`config.mk`:
```
export PLATFORM = sky130hd
export DESIGN_NAME = ipu_front
export DESIGN_NICKNAME = d
export VERILOG_FILES = /design/src/rtl/core/interpolated_percentile_unit_defines.svh /design/src/rtl/core/ipu_pkg.sv /design/src/rtl/core/ipu_front.sv
export SDC_FILE = /design/constraint.sdc
export NUM_CORES = 1
export LEC_CHECK = 0
export ABC_AREA = 0
export CAP_MARGIN = 10
export CORE_AREA = 2 2 96 98
export CTS_CLUSTER_DIAMETER = 80
export DETAILED_ROUTE_END_ITERATION = 12
export DIE_AREA = 0 0 98 100
export DONT_BUFFER_PORTS = 1
export PLACE_DENSITY = 0.75
export REMOVE_ABC_BUFFERS = 1
export SLEW_MARGIN = 20
export SYNTH_ARGS = -nofsm -noshare
export SYNTH_HDL_FRONTEND = slang
export SYNTH_SLANG_ARGS = --single-unit
```
`constraint.sdc`:
```
create_clock -name clock -period 10.5 [get_ports clock]
set_input_delay 1.05 -clock clock [delete_from_list [all_inputs] [get_ports clock]]
set_output_delay 1.05 -clock clock [all_outputs]
set_load 0.005 [all_outputs]
```
`src/rtl/core/interpolated_percentile_unit_defines.svh`:
```
// Assertion macros used by the interpolated percentile unit back end.
`ifndef INTERPOLATED_PERCENTILE_UNIT_DEFINES_SVH
`define INTERPOLATED_PERCENTILE_UNIT_DEFINES_SVH

// Same-cycle implication, disabled during reset.
`define IPU_ASSERT_IMPL(label, clk, rst, ante, cons, msg) \
   label: assert property (@(posedge clk) disable iff (rst) (ante) |-> (cons)) \
      else $error(msg);

// Next-cycle implication, disabled during reset.
`define IPU_ASSERT_NEXT(label, clk, rst, ante, cons, msg) \
   label: assert property (@(posedge clk) disable iff (rst) (ante) |=> (cons)) \
      else $error(msg);

`endif

```
`src/rtl/core/ipu_pkg.sv`:
```
// Package of shared types, constants and helpers for the percentile unit.
`timescale 1ns / 1ps
package ipu_pkg;

   localparam int MAX_SAMPLES = 1024;
   localparam int SAMPLE_BITS = 32;
   localparam int ADDR_BITS   = $clog2(MAX_SAMPLES);
   localparam int COUNT_BITS  = ADDR_BITS + 1;

   localparam int DATA_BITS   = 32;
   localparam int FRAC_BITS   = 17;
   localparam int FBITS       = 16;
   localparam int RANK_BITS   = FRAC_BITS + ADDR_BITS;
   localparam int PROD_BITS   = FBITS + DATA_BITS;

   localparam logic [FRAC_BITS-1:0] FRACTION_ONE   = 17'h10000;
   localparam logic [FRAC_BITS-1:0] FRACTION_RESET = 17'h08000;

   // front-to-back request queue, power-of-two depth
   localparam int QDEPTH    = 4;
   localparam int QPTR_BITS = $clog2(QDEPTH);

   typedef struct packed {
      logic                 valid;
      logic [DATA_BITS-1:0] key;
      logic                 last;
   } item_type;

   typedef struct packed {
      logic                  valid;
      logic [DATA_BITS-1:0]  value;
      logic [COUNT_BITS-1:0] sample_count;
      logic                  overflow;
   } res_type;

   // sign-extend the low SAMPLE_BITS bits (identity at 32 bits)
   function automatic logic [DATA_BITS-1:0] sample_key(input logic [DATA_BITS-1:0] raw);
      logic signed [DATA_BITS-1:0] shifted;
      shifted = $signed(raw << (DATA_BITS - SAMPLE_BITS));
      return shifted >>> (DATA_BITS - SAMPLE_BITS);
   endfunction

endpackage

```
`src/rtl/core/ipu_front.sv`:
```
// Front end: accepts requests, forms sort keys, queues them for the back end.
`timescale 1ns / 1ps
module ipu_front (
   input  logic                           clock,
   input  logic                           reset,
   input  logic                           req_push,
   output logic                           req_full,
   input  logic [ipu_pkg::DATA_BITS-1:0]  req_sample,
   input  logic                           req_last,
   output ipu_pkg::item_type              item,
   input  logic                           item_take
);

   logic [ipu_pkg::DATA_BITS-1:0] key_q  [ipu_pkg::QDEPTH];
   logic                          last_q [ipu_pkg::QDEPTH];

   logic [ipu_pkg::QPTR_BITS-1:0] wr_ptr_ff, wr_ptr_in;
   logic [ipu_pkg::QPTR_BITS-1:0] rd_ptr_ff, rd_ptr_in;
   logic [ipu_pkg::QPTR_BITS:0]   q_count_ff, q_count_in;
   logic                          push_fire, pop_fire;

   assign req_full  = (q_count_ff == (ipu_pkg::QPTR_BITS+1)'(ipu_pkg::QDEPTH));
   assign push_fire = req_push && !req_full;
   assign pop_fire  = item.valid && item_take;

   assign item.valid = (q_count_ff != '0);
   assign item.key   = key_q[rd_ptr_ff];
   assign item.last  = last_q[rd_ptr_ff];

   always_comb begin
      wr_ptr_in  = wr_ptr_ff + (push_fire ? 1'b1 : 1'b0);
      rd_ptr_in  = rd_ptr_ff + (pop_fire ? 1'b1 : 1'b0);
      q_count_in = q_count_ff;
      if (push_fire && !pop_fire) begin
         q_count_in = q_count_ff + 1'b1;
      end else if (pop_fire && !push_fire) begin
         q_count_in = q_count_ff - 1'b1;
      end
   end

   always_ff @(posedge clock) begin
      if (reset) begin
         wr_ptr_ff  <= '0;
         rd_ptr_ff  <= '0;
         q_count_ff <= '0;
      end else begin
         wr_ptr_ff  <= wr_ptr_in;
         rd_ptr_ff  <= rd_ptr_in;
         q_count_ff <= q_count_in;
      end
   end

   always_ff @(posedge clock) begin
      if (push_fire) begin
         key_q[wr_ptr_ff]  <= ipu_pkg::sample_key(req_sample);
         last_q[wr_ptr_ff] <= req_last;
      end
   end

endmodule

```
==> results by group <==
Outcome
  – Outcome: complete, no violations

Power and ir drop
  – Maximum VDD drop: 0.1544 mV
  – Pwr/cell area: 261.3 nW/um2
  – Static power due to leakage: 1.874 nW

Setup path
  – Endpoint of the worst-slack reg-to-reg timing path: q_count_ff[2]
  – Startpoint types: flip-flop
  – CP Class: reg -> out
  – Endpoint type of the worst setup path: primary output
  – Top fanout value on the critical path: 28
  – Cell depth of the worst flop-to-flop path: 9
  – Reg2reg start: q_count_ff[0]
  – Data required, critical path: 9.45 ns
  – Register-to-Register Setup Slack: 8.21 ns
  – Crit path DAT: 2.13 ns

Floorplanning
  – Horiz. Die Dim: 98 um
  – Number of rows created at floorplan: 35
  – Top Ports: 72
  – Starting utilization of the core area: 0.5807
  – Total core area: 8890 um2
  – Die Footprint: 9800 um2
  – Vertical die dimension: 100 um

Synthesis
  – Post-Syn Instances: 209
  – Post-synthesis cell type count: 24
  – Mapped Area: 5162 um2
  – Share of the yosys chip area belonging to registers: 0.7950
  – Seq cells post-synth: 139
  – Ys Warns: 0
  – Post-Synthesis Mean Instance Area: 24.70 um2

Routing
  – Detailed-router iteration count before antenna repair: 4
  – Final Routed Wirelength: 8.049 mm
  – Drt drc: 0
  – Violation count after the first detailed-route iteration: 128
  – Total via count after detailed routing: 2088
  – Per-cell routed wire length: 23.00 um
  – Via-to-Cell Ratio: 5.966
  – DRT antenna net count: 0

Clocking
  – PostCTS Resize Cnt: 0
  – CTS clock-pin slew for the worst setup and hold paths: 0.06 ns
  – Max Root-Sink Buffers: 2
  – Number of hold buffers added after CTS: 0
  – Worst skew pair latency: 0.52 ns
  – Post-CTS Repair Setup Buffers: 0
  – Count of clock tree sinks: 139
  – Root cell of the clock tree: clkbuf_8
  – H-Tree Level Count: 4
  – CTS tree: yes
  – Num CTS Buffers: 17

GRT
  – Overflow left after global routing: 0
  – Total Routing Usage GR: 0.1801
  – Antenna violations before repair: 0
  – First-pass GRT wire length: 12.63 mm
  – Vias in the first global route: 2303
  – Maximum number of pins on one net before global-route repair: 35

Timing
  – Setup repair after global routing missed its margin: no
  – Worst slew slack as a fraction of its limit: 0.3954
  – Layout Skew: 0.007504 ns
  – Setup TNS after final layout: 0 ns
  – Fmax: 314.9 MHz
  – Final cycle utilization of the critical path: 0.3024
  – Final setup violating endpoints: 0
  – Slew Viols, Final: 0
  – Post-layout minimum cycle time: 3.175 ns
  – Final hold violation count: 0
  – Actual slew at the worst max-slew pin: 0.9069 ns

Placement
  – Number of buffers inserted by port buffering: 0
  – Last weighted congestion value of the routability-driven placer: 0.6919
  – Placed standard-cell area: 5274 um2
  – Sum of net half-perimeters after detailed placement: 4.661 mm

Hold path
  – Min-Delay Path Depth: 2
  – Hold Path Class: reg -> reg
  – Beginning of the worst hold path: q_count_ff[2]
  – Worst hold endpoint: q_count_ff[2]

Final layout
  – Fraction of final layout cells with drive strength greater than 1: 0.3096
  – Net count of the finished layout: 267
  – Layout Area Growth over Synthesis: 13.50%
  – Antenna diode instance count: 0
  – Summed area of non-filler cells in the final layout: 5859 um2
  – Leading cell type in the layout, fill and taps excluded: edfxtp_1
  – Commonest cells after routing, fill and taps aside: edfxtp_1, mux4_2, clkbuf_16, buf_4, dfxtp_1

Flow run
  – Number of max-capacitance violations reported: 0
per-layer routing:
metal | vias to the layer above | share of wire | global-route usage | wire, um
met2 | 64 | 0.52 | 0.2824 | 4176
met5 | - | 0 | 0 | 0
met3 | 5 | 0.068 | 0.08217 | 551
met1 | 1103 | 0.41 | 0.2212 | 3263
met4 | 0 | 0.0072 | 0.07372 | 58
li1 | 916 | - | - | -
cells by family after synthesis:
family          Yosys count  share of synthesized area
fa+ha+maj                 4                    0.01115
simple gates             16                    0.01793
mux                      34                     0.1481
flops                   139                     0.7950
buf+inv                  10                    0.01915
compound gates            2                   0.001937
xor+xnor                  4                   0.006787
sequential cells by signal (all words and copies together), names as in the netlist:
name,count
rd_ptr_ff,2
wr_ptr_ff,2
q_count_ff,3
last_q,4
key_q,128
metrics by stage:
| step | setup WS [ns] | util | hold WS (ns) | power (mW) | instances |
|---|---|---|---|---|---|
| after floorplan | 6.180 | - | 0.4559 | 0.9066 | 201 |
| after CTS | 7.234 | 0.6591 | 0.5148 | 1.553 | 350 |
| after detailed placement | 7.690 | 0.5932 | 0.5097 | 0.9687 | 318 |
| final | 7.325 | 0.6591 | 0.5045 | 1.531 | 350 |
| after global routing | 7.138 | 0.6591 | 0.5361 | 1.599 | 350 |
| after global placement | 7.761 | 0.5932 | 0.4787 | 0.9630 | 318 |
cell type report:
cell class,count,area (um2)
fillers,561,3030
repair buffers,6,45.04
inverters,2,7.507
well taps,111,138.9
multi-input cells,60,975.9
clock inverters,14,167.7
clock buffers,18,417.9
flip-flops and latches,139,4106
worst max-delay path, cell delays in order (launching register included):
cell	delay (ns)
dfxtp_2	0.44
buf_4	0.52
mux4_1	0.65
Yosys cell counts:
cell | count | area share
a21oi_1 | 1 | 0.00097
and2_1 | 1 | 0.0012
and3_1 | 1 | 0.0012
buf_12 | 3 | 0.012
buf_2 | 4 | 0.0039
buf_6 | 1 | 0.0022
dfxtp_1 | 7 | 0.027
edfxtp_1 | 132 | 0.77
fa_1 | 1 | 0.0039
ha_1 | 3 | 0.0073
inv_1 | 2 | 0.0015
mux2i_1 | 1 | 0.0019
mux4_1 | 3 | 0.015
mux4_2 | 30 | 0.13
nand2_1 | 1 | 0.00073
nor2_1 | 4 | 0.0029
nor2b_1 | 2 | 0.0024
nor3_1 | 1 | 0.00097
nor3b_1 | 3 | 0.0044
o21ai_0 | 1 | 0.00097
or2b_2 | 1 | 0.0017
or3_1 | 2 | 0.0024
xnor2_1 | 2 | 0.0034
xor2_1 | 2 | 0.0034
worst max-delay path by stage:
stage / startpoint / to / slack, ns / depth (start not counted)
floorplan: req_push / key_q[2][0] / 6.18 / 2
global placement: req_push / q_count_ff[2] / 7.76 / 8
detailed placement: req_push / q_count_ff[2] / 7.69 / 8
CTS: rd_ptr_ff[0] / item[30] / 7.23 / 2
global route: rd_ptr_ff[0] / item[30] / 7.14 / 2
finish: rd_ptr_ff[0] / item[30] / 7.32 / 2
report_power, final:
| part | total [mW] | internal [mW] | switching (mW) |
|---|---|---|---|
| clock | 0.582 | 0.362 | 0.220 |
| sequential | 0.710 | 0.677 | 0.0327 |
| combinational | 0.239 | 0.122 | 0.117 |
No activity file was read; power rests on OpenSTA's default activity.
